$ cat config.mk
export PLATFORM = sky130hd
export DESIGN_NAME = encoder_valve_positioner
export DESIGN_NICKNAME = d
export VERILOG_FILES = /design/src/hdl/evp_pkg.sv /design/src/hdl/evp_front.sv /design/src/hdl/evp_queue.sv /design/src/hdl/evp_back.sv /design/src/hdl/encoder_valve_positioner.sv
export VERILOG_INCLUDE_DIRS = /design/src /design/src/hdl
export SDC_FILE = /design/constraint.sdc
export NUM_CORES = 1
export LEC_CHECK = 0
export BUFFER_PORTS_ARGS = -buffer_cell sky130_fd_sc_hd__buf_2
export CAP_MARGIN = 20
export CORE_ASPECT_RATIO = 1.5
export CORE_MARGIN = 2
export CORE_UTILIZATION = 34
export DETAILED_ROUTE_END_ITERATION = 10
export PLACE_DENSITY_LB_ADDON = 0.08
export SLEW_MARGIN = 20
export SYNTH_ARGS = -nofsm -noshare
export SYNTH_HDL_FRONTEND = slang
export SYNTH_SLANG_ARGS = --single-unit
$ cat constraint.sdc
create_clock -name i_clk -period 3.8 [get_ports i_clk]
set_input_delay 0.76 -clock i_clk [delete_from_list [all_inputs] [get_ports i_clk]]
set_output_delay 0.76 -clock i_clk [all_outputs]
set_load 0.01 [all_outputs]
$ cat src/hdl/assert_macros.svh
// assertion macros used by the top-level rtl file
// no dependencies
`ifndef ASSERT_MACROS_SVH
`define ASSERT_MACROS_SVH

// antecedent implies consequent in the same cycle
`define AST_IMPLY(label, clk, rst_n, ante, cons) \
    label: assert property (@(posedge clk) disable iff (!(rst_n)) (ante) |-> (cons)) \
        else $error("assertion failed");

// condition never holds
`define AST_NEVER(label, clk, rst_n, cond) \
    label: assert property (@(posedge clk) disable iff (!(rst_n)) !(cond)) \
        else $error("assertion failed");

`endif

$ cat src/hdl/evp_pkg.sv
// types and constants of the encoder valve positioner
// no dependencies
`timescale 1ns / 1ps

package evp_pkg;

    localparam int KIND_BITS   = 4;
    localparam int FIELD_BITS  = 16;
    localparam int TDATA_BITS  = 24;
    localparam int CFG_IDX_BITS = 2;

    localparam logic [KIND_BITS-1:0] KIND_EDGE   = 4'd0;
    localparam logic [KIND_BITS-1:0] KIND_START  = 4'd1;
    localparam logic [KIND_BITS-1:0] KIND_STOP   = 4'd2;
    localparam logic [KIND_BITS-1:0] KIND_GOTO   = 4'd3;
    localparam logic [KIND_BITS-1:0] KIND_OPEN   = 4'd4;
    localparam logic [KIND_BITS-1:0] KIND_CLOSE  = 4'd5;
    localparam logic [KIND_BITS-1:0] KIND_ZERO   = 4'd6;
    localparam logic [KIND_BITS-1:0] KIND_CHECK  = 4'd7;
    localparam logic [KIND_BITS-1:0] KIND_CLEAR  = 4'd8;

    localparam logic [CFG_IDX_BITS-1:0] CFG_OPEN   = 2'd0;
    localparam logic [CFG_IDX_BITS-1:0] CFG_CLOSED = 2'd1;

    localparam logic [1:0] FAULT_NONE      = 2'd0;
    localparam logic [1:0] FAULT_STALL     = 2'd1;
    localparam logic [1:0] FAULT_WRONG_DIR = 2'd2;

    typedef enum logic [2:0] {
        OP_EDGE,
        OP_START,
        OP_STOP,
        OP_SEEK,
        OP_ZERO,
        OP_CHECK,
        OP_CLEAR,
        OP_NONE
    } t_op;

    typedef enum logic [1:0] {
        MODE_STOP = 2'd0,
        MODE_CW   = 2'd1,
        MODE_CCW  = 2'd2
    } t_mode;

    // dir: encoder b for an edge, ccw request for a start
    typedef struct packed {
        t_op  op;
        logic dir;
    } t_cmd;

endpackage

$ cat src/hdl/evp_front.sv
// front end: preset registers and event decode into queue commands
// depends on evp_pkg
`timescale 1ns / 1ps

module evp_front #(
    parameter int POSITION_BITS = 16
) (
    input  logic                                  i_clk,
    input  logic                                  i_rst_n,
    input  logic                                  i_cfg_valid,
    output logic                                  o_cfg_ready,
    input  logic [evp_pkg::CFG_IDX_BITS-1:0]      i_cfg_index,
    input  logic [evp_pkg::FIELD_BITS-1:0]        i_cfg_data,
    input  logic [evp_pkg::TDATA_BITS-1:0]        i_data,
    input  logic [evp_pkg::KIND_BITS-1:0]         i_kind,
    output evp_pkg::t_cmd                         o_cmd,
    output logic [POSITION_BITS-1:0]              o_goal
);

    logic signed [evp_pkg::FIELD_BITS-1:0] r_open;
    logic signed [evp_pkg::FIELD_BITS-1:0] r_closed;
    logic signed [evp_pkg::FIELD_BITS-1:0] w_src;
    logic signed [evp_pkg::FIELD_BITS-1:0] w_target;

    assign o_cfg_ready = 1'b1;
    assign w_target    = $signed(i_data[17:2]);

    always_ff @(posedge i_clk) begin
        if (!i_rst_n) begin
            r_open   <= '0;
            r_closed <= '0;
        end else if (i_cfg_valid) begin
            if (i_cfg_index == evp_pkg::CFG_OPEN) begin
                r_open <= i_cfg_data;
            end
            if (i_cfg_index == evp_pkg::CFG_CLOSED) begin
                r_closed <= i_cfg_data;
            end
        end
    end

    always_comb begin
        o_cmd.dir = 1'b0;
        w_src     = w_target;
        unique case (i_kind)
            evp_pkg::KIND_EDGE: begin
                o_cmd.op  = evp_pkg::OP_EDGE;
                o_cmd.dir = i_data[0];
            end
            evp_pkg::KIND_START: begin
                o_cmd.op  = evp_pkg::OP_START;
                o_cmd.dir = i_data[1];
            end
            evp_pkg::KIND_STOP:  o_cmd.op = evp_pkg::OP_STOP;
            evp_pkg::KIND_GOTO:  o_cmd.op = evp_pkg::OP_SEEK;
            evp_pkg::KIND_OPEN: begin
                o_cmd.op = evp_pkg::OP_SEEK;
                w_src    = r_open;
            end
            evp_pkg::KIND_CLOSE: begin
                o_cmd.op = evp_pkg::OP_SEEK;
                w_src    = r_closed;
            end
            evp_pkg::KIND_ZERO:  o_cmd.op = evp_pkg::OP_ZERO;
            evp_pkg::KIND_CHECK: o_cmd.op = evp_pkg::OP_CHECK;
            evp_pkg::KIND_CLEAR: o_cmd.op = evp_pkg::OP_CLEAR;
            default:             o_cmd.op = evp_pkg::OP_NONE;
        endcase
    end

    // sign-extend or wrap the 16-bit goal to the count width
    assign o_goal = POSITION_BITS'(w_src);

endmodule

$ cat src/hdl/evp_queue.sv
// small register queue between front end and back end
// no dependencies
`timescale 1ns / 1ps

module evp_queue #(
    parameter int WIDTH = 8,
    parameter int DEPTH = 4
) (
    input  logic             i_clk,
    input  logic             i_rst_n,
    input  logic             i_push,
    input  logic [WIDTH-1:0] i_data,
    output logic             o_full,
    input  logic             i_pop,
    output logic             o_valid,
    output logic [WIDTH-1:0] o_data
);

    localparam int PTR_BITS = (DEPTH > 1) ? $clog2(DEPTH) : 1;
    localparam int CNT_BITS = $clog2(DEPTH + 1);

    logic [WIDTH-1:0]    r_mem [DEPTH];
    logic [PTR_BITS-1:0] r_wptr;
    logic [PTR_BITS-1:0] r_rptr;
    logic [CNT_BITS-1:0] r_count;
    logic [PTR_BITS-1:0] n_wptr;
    logic [PTR_BITS-1:0] n_rptr;

    assign o_full  = (r_count == CNT_BITS'(DEPTH));
    assign o_valid = (r_count != '0);
    assign o_data  = r_mem[r_rptr];

    always_comb begin
        n_wptr = (r_wptr == PTR_BITS'(DEPTH - 1)) ? '0 : r_wptr + 1'b1;
        n_rptr = (r_rptr == PTR_BITS'(DEPTH - 1)) ? '0 : r_rptr + 1'b1;
    end

    always_ff @(posedge i_clk) begin
        if (!i_rst_n) begin
            r_wptr  <= '0;
            r_rptr  <= '0;
            r_count <= '0;
        end else begin
            if (i_push) begin
                r_wptr <= n_wptr;
            end
            if (i_pop) begin
                r_rptr <= n_rptr;
            end
            if (i_push && !i_pop) begin
                r_count <= r_count + 1'b1;
            end else if (!i_push && i_pop) begin
                r_count <= r_count - 1'b1;
            end
        end
    end

    always_ff @(posedge i_clk) begin
        if (i_push) begin
            r_mem[r_wptr] <= i_data;
        end
    end

endmodule

$ cat src/hdl/evp_back.sv
// back end: position, drive and fault state, result register
// depends on evp_pkg
`timescale 1ns / 1ps

module evp_back #(
    parameter int POSITION_BITS = 16
) (
    input  logic                           i_clk,
    input  logic                           i_rst_n,
    input  logic                           i_valid,
    input  evp_pkg::t_cmd                  i_cmd,
    input  logic [POSITION_BITS-1:0]       i_goal,
    output logic                           o_pop,
    output logic                           o_m_axis_tvalid,
    input  logic                           i_m_axis_tready,
    output logic [evp_pkg::TDATA_BITS-1:0] o_m_axis_tdata
);

    logic [POSITION_BITS-1:0] r_count;
    logic [POSITION_BITS-1:0] r_goal;
    logic [POSITION_BITS-1:0] r_last;
    logic                     r_seeking;
    logic [1:0]               r_fault;
    evp_pkg::t_mode           r_mode;

    logic [POSITION_BITS-1:0] n_count;
    logic [POSITION_BITS-1:0] n_goal;
    logic [POSITION_BITS-1:0] n_last;
    logic                     n_seeking;
    logic [1:0]               n_fault;
    evp_pkg::t_mode           n_mode;

    logic                     w_halt;
    logic                     w_begin;
    logic                     w_begin_ccw;
    logic                     w_cw;
    logic                     w_ccw;

    logic                           r_out_valid;
    logic [evp_pkg::TDATA_BITS-1:0] r_out_data;

    assign o_pop = i_valid && (!r_out_valid || i_m_axis_tready);

    // datapath for one command
    always_comb begin
        n_count     = r_count;
        n_goal      = r_goal;
        n_last      = r_last;
        n_seeking   = r_seeking;
        n_fault     = r_fault;
        w_halt      = 1'b0;
        w_begin     = 1'b0;
        w_begin_ccw = 1'b0;
        unique case (i_cmd.op)
            evp_pkg::OP_EDGE: begin
                if (i_cmd.dir) begin
                    n_count = r_count - 1'b1;
                    w_halt  = r_seeking && ($signed(n_count) <= $signed(r_goal));
                end else begin
                    n_count = r_count + 1'b1;
                    w_halt  = r_seeking && ($signed(n_count) >= $signed(r_goal));
                end
            end
            evp_pkg::OP_START: begin
                w_begin     = 1'b1;
                w_begin_ccw = i_cmd.dir;
            end
            evp_pkg::OP_STOP: w_halt = 1'b1;
            evp_pkg::OP_SEEK: begin
                n_goal      = i_goal;
                n_seeking   = 1'b1;
                w_begin     = ($signed(i_goal) != $signed(r_count));
                w_begin_ccw = ($signed(i_goal) < $signed(r_count));
            end
            evp_pkg::OP_ZERO:  n_count = '0;
            evp_pkg::OP_CHECK: begin
                if (r_fault == evp_pkg::FAULT_NONE && r_mode != evp_pkg::MODE_STOP) begin
                    if (r_count == r_last) begin
                        n_fault = evp_pkg::FAULT_STALL;
                    end else if ((r_mode == evp_pkg::MODE_CW)
                                 ? ($signed(r_count) < $signed(r_last))
                                 : ($signed(r_count) > $signed(r_last))) begin
                        n_fault = evp_pkg::FAULT_WRONG_DIR;
                    end
                    n_last = r_count;
                end
                w_halt = (n_fault != evp_pkg::FAULT_NONE);
            end
            evp_pkg::OP_CLEAR: n_fault = evp_pkg::FAULT_NONE;
            default: ;
        endcase
        if (w_halt) begin
            n_seeking = 1'b0;
        end
    end

    // drive mode next state
    always_comb begin
        n_mode = r_mode;
        priority if (w_halt) begin
            n_mode = evp_pkg::MODE_STOP;
        end else if (w_begin && r_fault != evp_pkg::FAULT_NONE) begin
            n_mode = evp_pkg::MODE_STOP;
        end else if (w_begin) begin
            n_mode = w_begin_ccw ? evp_pkg::MODE_CCW : evp_pkg::MODE_CW;
        end
    end

    // drive outputs from mode
    always_comb begin
        w_cw  = 1'b0;
        w_ccw = 1'b0;
        unique case (n_mode)
            evp_pkg::MODE_CW:  w_cw  = 1'b1;
            evp_pkg::MODE_CCW: w_ccw = 1'b1;
            default: ;
        endcase
    end

    always_ff @(posedge i_clk) begin
        if (!i_rst_n) begin
            r_count     <= '0;
            r_goal      <= '0;
            r_last      <= '0;
            r_seeking   <= 1'b0;
            r_fault     <= evp_pkg::FAULT_NONE;
            r_mode      <= evp_pkg::MODE_STOP;
            r_out_valid <= 1'b0;
        end else begin
            if (o_pop) begin
                r_count   <= n_count;
                r_goal    <= n_goal;
                r_last    <= n_last;
                r_seeking <= n_seeking;
                r_fault   <= n_fault;
                r_mode    <= n_mode;
            end
            if (o_pop) begin
                r_out_valid <= 1'b1;
            end else if (i_m_axis_tready) begin
                r_out_valid <= 1'b0;
            end
        end
    end

    always_ff @(posedge i_clk) begin
        if (o_pop) begin
            r_out_data <= {3'b000, n_seeking, n_fault,
                           evp_pkg::FIELD_BITS'(n_count), w_ccw, w_cw};
        end
    end

    assign o_m_axis_tvalid = r_out_valid;
    assign o_m_axis_tdata  = r_out_data;

endmodule

$ cat src/hdl/encoder_valve_positioner.sv
// top level of the encoder valve positioner
// depends on evp_pkg, evp_front, evp_queue, evp_back, assert_macros.svh
`timescale 1ns / 1ps

// Each event word (encoder edge or command) gives exactly one result word.
// Throughput is one word per cycle while the output sink keeps tready high. An
// accepted word is written as a decoded command into the four-entry command
// queue, and the back end pops it through the state update into the result
// register. While the result word waits, the queue takes up to four more
// words before the input stalls. The position counter and its compare
// against goal and last check set the critical path. The user must see
// that presets are written on the config port while no word is in flight;
// the block itself does not enforce it. Writes are always accepted.
module encoder_valve_positioner #(
    parameter int POSITION_BITS = 16
) (
    input  logic                                i_clk,
    input  logic                                i_rst_n,
    // tdata: encoder_b[0], counter_clockwise[1], target[17:2], zero fill
    input  logic                                i_s_axis_tvalid,
    output logic                                o_s_axis_tready,
    input  logic [evp_pkg::TDATA_BITS-1:0]      i_s_axis_tdata,
    // tuser: kind[3:0]
    input  logic [evp_pkg::KIND_BITS-1:0]       i_s_axis_tuser,
    // tdata: drive_cw[0], drive_ccw[1], position[17:2], error_code[19:18],
    //        target_pending[20], zero fill
    output logic                                o_m_axis_tvalid,
    input  logic                                i_m_axis_tready,
    output logic [evp_pkg::TDATA_BITS-1:0]      o_m_axis_tdata,
    input  logic                                i_cfg_valid,
    output logic                                o_cfg_ready,
    input  logic [evp_pkg::CFG_IDX_BITS-1:0]    i_cfg_index,
    input  logic [evp_pkg::FIELD_BITS-1:0]      i_cfg_data
);

`include "assert_macros.svh"

    localparam int QUEUE_DEPTH = 4;
    localparam int CMD_BITS    = $bits(evp_pkg::t_cmd);
    localparam int ENTRY_BITS  = CMD_BITS + POSITION_BITS;

    evp_pkg::t_cmd            w_front_cmd;
    logic [POSITION_BITS-1:0] w_front_goal;
    logic                     w_push;
    logic                     w_full;
    logic                     w_q_valid;
    logic                     w_pop;
    logic [ENTRY_BITS-1:0]    w_q_data;
    evp_pkg::t_cmd            w_back_cmd;
    logic [POSITION_BITS-1:0] w_back_goal;

    assign o_s_axis_tready = !w_full;
    assign w_push          = i_s_axis_tvalid && !w_full;

    evp_front #(
        .POSITION_BITS(POSITION_BITS)
    ) u_front (
        .i_clk       (i_clk),
        .i_rst_n     (i_rst_n),
        .i_cfg_valid (i_cfg_valid),
        .o_cfg_ready (o_cfg_ready),
        .i_cfg_index (i_cfg_index),
        .i_cfg_data  (i_cfg_data),
        .i_data      (i_s_axis_tdata),
        .i_kind      (i_s_axis_tuser),
        .o_cmd       (w_front_cmd),
        .o_goal      (w_front_goal)
    );

    evp_queue #(
        .WIDTH(ENTRY_BITS),
        .DEPTH(QUEUE_DEPTH)
    ) u_queue (
        .i_clk   (i_clk),
        .i_rst_n (i_rst_n),
        .i_push  (w_push),
        .i_data  ({w_front_cmd, w_front_goal}),
        .o_full  (w_full),
        .i_pop   (w_pop),
        .o_valid (w_q_valid),
        .o_data  (w_q_data)
    );

    assign w_back_cmd  = evp_pkg::t_cmd'(w_q_data[ENTRY_BITS-1:POSITION_BITS]);
    assign w_back_goal = w_q_data[POSITION_BITS-1:0];

    evp_back #(
        .POSITION_BITS(POSITION_BITS)
    ) u_back (
        .i_clk           (i_clk),
        .i_rst_n         (i_rst_n),
        .i_valid         (w_q_valid),
        .i_cmd           (w_back_cmd),
        .i_goal          (w_back_goal),
        .o_pop           (w_pop),
        .o_m_axis_tvalid (o_m_axis_tvalid),
        .i_m_axis_tready (i_m_axis_tready),
        .o_m_axis_tdata  (o_m_axis_tdata)
    );

    `AST_NEVER(a_drive_exclusive, i_clk, i_rst_n,
               o_m_axis_tvalid && o_m_axis_tdata[0] && o_m_axis_tdata[1])
    `AST_NEVER(a_fault_code_range, i_clk, i_rst_n,
               o_m_axis_tvalid && o_m_axis_tdata[19] && o_m_axis_tdata[18])
    `AST_IMPLY(a_fault_stops_drive, i_clk, i_rst_n,
               o_m_axis_tvalid && (o_m_axis_tdata[19] || o_m_axis_tdata[18]),
               !o_m_axis_tdata[0] && !o_m_axis_tdata[1])
    `AST_NEVER(a_queue_pop_empty, i_clk, i_rst_n, w_pop && !w_q_valid)

endmodule

==> Implementation_results.wiki <==
{| class="wikitable"
! Metric !! Value
|-
| Class of the tightest hold or removal check || flop to flop
|-
| Worst VDD drop || 0.0004131 V
|-
| Commonest non-fill, non-tap cell in the layout || nand2_1
|-
| Residual DRC count || 0
|-
| Slowest stage cell on the critical path || or4_4
|-
| Layout cells sized above 1 || 22.92%
|-
| Type of the worst setup path || flop to flop
|-
| Share of synthesized flip-flops with an asynchronous set or reset || 0%
|-
| Reg2Reg Capture Point || u_back.o_m_axis_tdata[20]
|-
| Worst-case clock buffer depth || 2
|-
| Count of synthesis-stage warnings from yosys || 0
|-
| CTS Hold Buffers Added || 0
|-
| Critical Path Start || u_back.r_count[0]
|-
| Mean cell area of the mapped netlist || ~10 um^2
|-
| Post-placement cell count || ~1500
|-
| Final total power || 9.267 mW
|-
| Non-filler instance count after layout || 1560
|-
| Cell-by-cell listing of the critical path || or4_4, nor2_4, nand4_4, nor3_2, xnor2_1, inv_1, ha_4, nand4_1, buf_4, nor2_1, a21o_1, or4_1, o2111a_1, a211oi_4, a211o_4, nor2_1
|-
| Cell type contributing the most total cell area after synthesis || edfxtp_1
|-
| Setup repair after global routing missed its margin || yes
|-
| Worst setup slack after placement || -0.3241 ns
|-
| TritonCTS clock tree || built
|-
| Die X-Extent || 145.3 um
|-
| Post-detailed-routing wire length || between 20 and 30 mm
|-
| Gate count after technology mapping || about 1000
|-
| Routability congestion estimate || 0.8407
|-
| Register-to-register setup slack || ~0.035 ns
|-
| Tmin final || around 3.8 ns
|-
| I/O pin cnt || 78
|-
| Leakage Power || roughly 4.7 nW
|-
| Clk pin slew, worst setup/hold paths || 0.07 ns
|-
| Kind of launch point of the worst setup path || flop
|-
| Power density over cell area || 750.1 nW/um^2
|-
| Core region area || 29480 um^2
|-
| Data arrival at the endpoint of the critical path || 3.97 ns
|-
| Antenna violations before repair || 0
|-
| Slew of the pin with the lowest slew margin || approximately 0.85 ns
|-
| Final setup viols || 0
|-
| Maximum capacitance violations || 0
|-
| Rows || 77
|-
| Final HPWL DP || 19.44 mm
|-
| Drt wl/cell || 17.12 um
|-
| Vias per Instance || 4.882
|-
| Leading register cell type out of synthesis || edfxtp_1
|-
| Post-synthesis cell type count || 71
|-
| Remaining antenna violation count || 0
|-
| Port buffer count || 67
|-
| Max Clock Skew || 0.007860 ns
|-
| Effective utilization at floorplan || 34.55%
|-
| Final setup margin || 0.03523 ns
|-
| Final design utilization || about two fifths
|-
| Fin nets || 1275
|-
| Crit-path max FO || 6
|-
| Count of cells along the worst register-to-register path || 16
|-
| Ratio of final minimum period to clock period || 99.07%
|-
| Insertion delay to the later sink of the worst-skew pair || between 0.4 and 0.5 ns
|-
| Number of enable flip-flop cells after synthesis || ~100
|-
| Final slew viol count || 0
|-
| Filler cell count || approximately 3000
|-
| Congestion Overflow GR || 0
|-
| Top cell by count, worst path || nor2_1
|-
| Cell area after synthesis || roughly 10000 um^2
|-
| Synth top area share || between 20 and 30%
|-
| Max stage delay on crit path || 0.57 ns
|-
| Routed via count || 7616
|-
| Number of iterations in the first detailed-routing pass || 4
|-
| CTS Buf Count || 17
|-
| Seq cells post-synth || 196
|-
| Headroom to the max-slew limit || between 40% and 50%
|-
| Signed area change from the synthesized netlist to the final layout || 21.31%
|-
| Cell chosen for the clock root || clkbuf_16
|-
| Startpoint of the worst-slack reg-to-reg timing path || u_back.r_count[0]
|-
| Vias in the first global route || 7578
|-
| Endpoints failing hold || 0
|-
| Critical Path Sink Type || flop
|-
| Commonest cells after routing, fill and taps aside || nand2_1 (161), a21oi_1 (127), edfxtp_1 (101)
|-
| Data required time of the worst path || 4.01 ns
|-
| Global router's overall resource usage || 17.45%
|-
| Sequential cell area fraction in the yosys report || approximately half
|-
| Wire length of the first global-routing pass || ~42 mm
|-
| 1st-iter DRT viols || about 370
|-
| Run status || completed
|-
| Clock Sink Count || 196
|-
| H-Tree Level Count || 4
|-
| Min Hold Slack || 0.4541 ns
|-
| Worst setup endpoint || u_back.o_m_axis_tdata[20]
|-
| Highest clock rate || around 270 MHz
|-
| Largest cells by area after synthesis || edfxtp_1 (30%), dfxtp_1 (19%), ha_1 (8.7%)
|-
| Die Y-Extent || 216.0 um
|-
| Total die area || ~31000 um^2
|-
| Number of diodes added for antenna fixing || 0
|-
| Maximum number of pins on one net before global-route repair || 53
|}
[worst min path at each step]
stage | depth (start not counted) | startpoint | to | slack (ns)
final | 2 | u_front.r_closed[4] | u_front.r_closed[4] | 0.45
after global routing | 2 | u_front.r_open[13] | u_front.r_open[13] | 0.48
after CTS | 2 | u_front.r_closed[11] | u_front.r_closed[11] | 0.46
after detailed placement | 2 | u_front.r_open[2] | u_front.r_open[2] | 0.45
after global placement | 2 | u_front.r_closed[6] | u_front.r_closed[6] | 0.44
after floorplan | 2 | u_front.r_open[0] | u_front.r_open[0] | 0.44
[critical path: cells and delay by family (launching register included)]
kind	cells	cell delay [ns]
adder cells (fa/ha/maj)	1	0.25
AO/OA/AOI/OAI	4	0.78
flip-flops	1	0.37
AND/OR/NAND/NOR	8	1.73
buffers and inverters	2	0.22
XOR/XNOR	1	0.16
[logic make-up after synthesis]
family | Yosys count | share of synthesized area [%]
buffers and inverters | 115 | 4.816
other | 2 | 0.07374
AND/OR/NAND/NOR | 348 | 15.85
AO/OA/AOI/OAI | 210 | 11.98
flip-flops | 196 | 48.45
XOR/XNOR | 31 | 2.740
multiplexers | 47 | 7.174
adder cells (fa/ha/maj) | 72 | 8.919
[per-layer routing]
metal  GRT usage (%)  vias to the layer above  part of all wire, %
li1                -                     3876                    -
met1           20.67                     3596                   43
met3           2.918                       29                  2.5
met4           6.078                        0                  2.5
met5               0                        -                    0
met2           31.77                      115                   52
[cell type report]
type                            count  area (um^2)  area share, %
Sequential cell                   196         4951          40.07
Multi-Input combinational cell    712         4933          39.93
Timing Repair Buffer              166         1124          9.094
Tap cell                          395        494.2          4.000
Clock buffer                       21        470.5          3.808
Inverter                           59        221.5          1.792
Clock inverter                     11        161.4          1.306
[cells in the mapped netlist, types with 3 or more instances]
cell      number
or4_1          3
buf_2          8
buf_1          6
and3_1         5
and2_1         4
nand3_1       25
clkbuf_1      32
mux4_2        18
o21ai_0       29
nor2_1        83
a211oi_1       7
ha_1          71
nand2b_1       5
buf_6          3
xor2_1         4
nand2_1      161
nor4_1         6
o211ai_1       3
nor3_1        13
mux2i_1       25
nand4_1       13
nand3b_1       5
dfxtp_1       95
edfxtp_1     101
nor2b_1        5
inv_1         55
a21oi_1      128
o31ai_1        4
buf_4          7
a21o_1        12
xnor2_1       26
[timing repair]
item | CTS | global route
pin swaps | 9 | 26
hold endpoints to repair | 0 | 0
setup endpoints to repair | 6 | 6
resized for setup | 20 | 23
buffers inserted | 2 | 10
gates cloned | 0 | 0
[metrics by stage]
step | cell area [um^2] | setup TNS, ns
after global routing | 12360 | -0.7635
after detailed placement | 11460 | -1.595
after CTS | 12180 | 0
after global placement | 11460 | -0.8628
final | 12360 | 0
after floorplan | 10190 | 0
[state kept, by name, indices dropped and copies added, names as in the netlist, named ones only]
name                    flops
u_queue.r_mem              80
u_queue.r_count             3
u_back.r_count             16
u_back.o_m_axis_tdata      21
u_back.r_goal              16
u_back.r_mode               2
u_back.o_m_axis_tvalid      1
u_queue.r_rptr              2
u_back.r_seeking            1
u_front.r_open             16
u_back.r_last              16
u_back.r_fault              2
u_queue.r_wptr              2
u_front.r_closed           16
[report_power, final]
part	switching (mW)	total (mW)	internal (mW)
Clock	0.848	1.95	1.10
Combinational	2.49	4.53	2.04
Sequential	0.177	2.79	2.61
Total	3.51	9.27	5.76
Note: power is estimated with default switching activity, not from simulation.
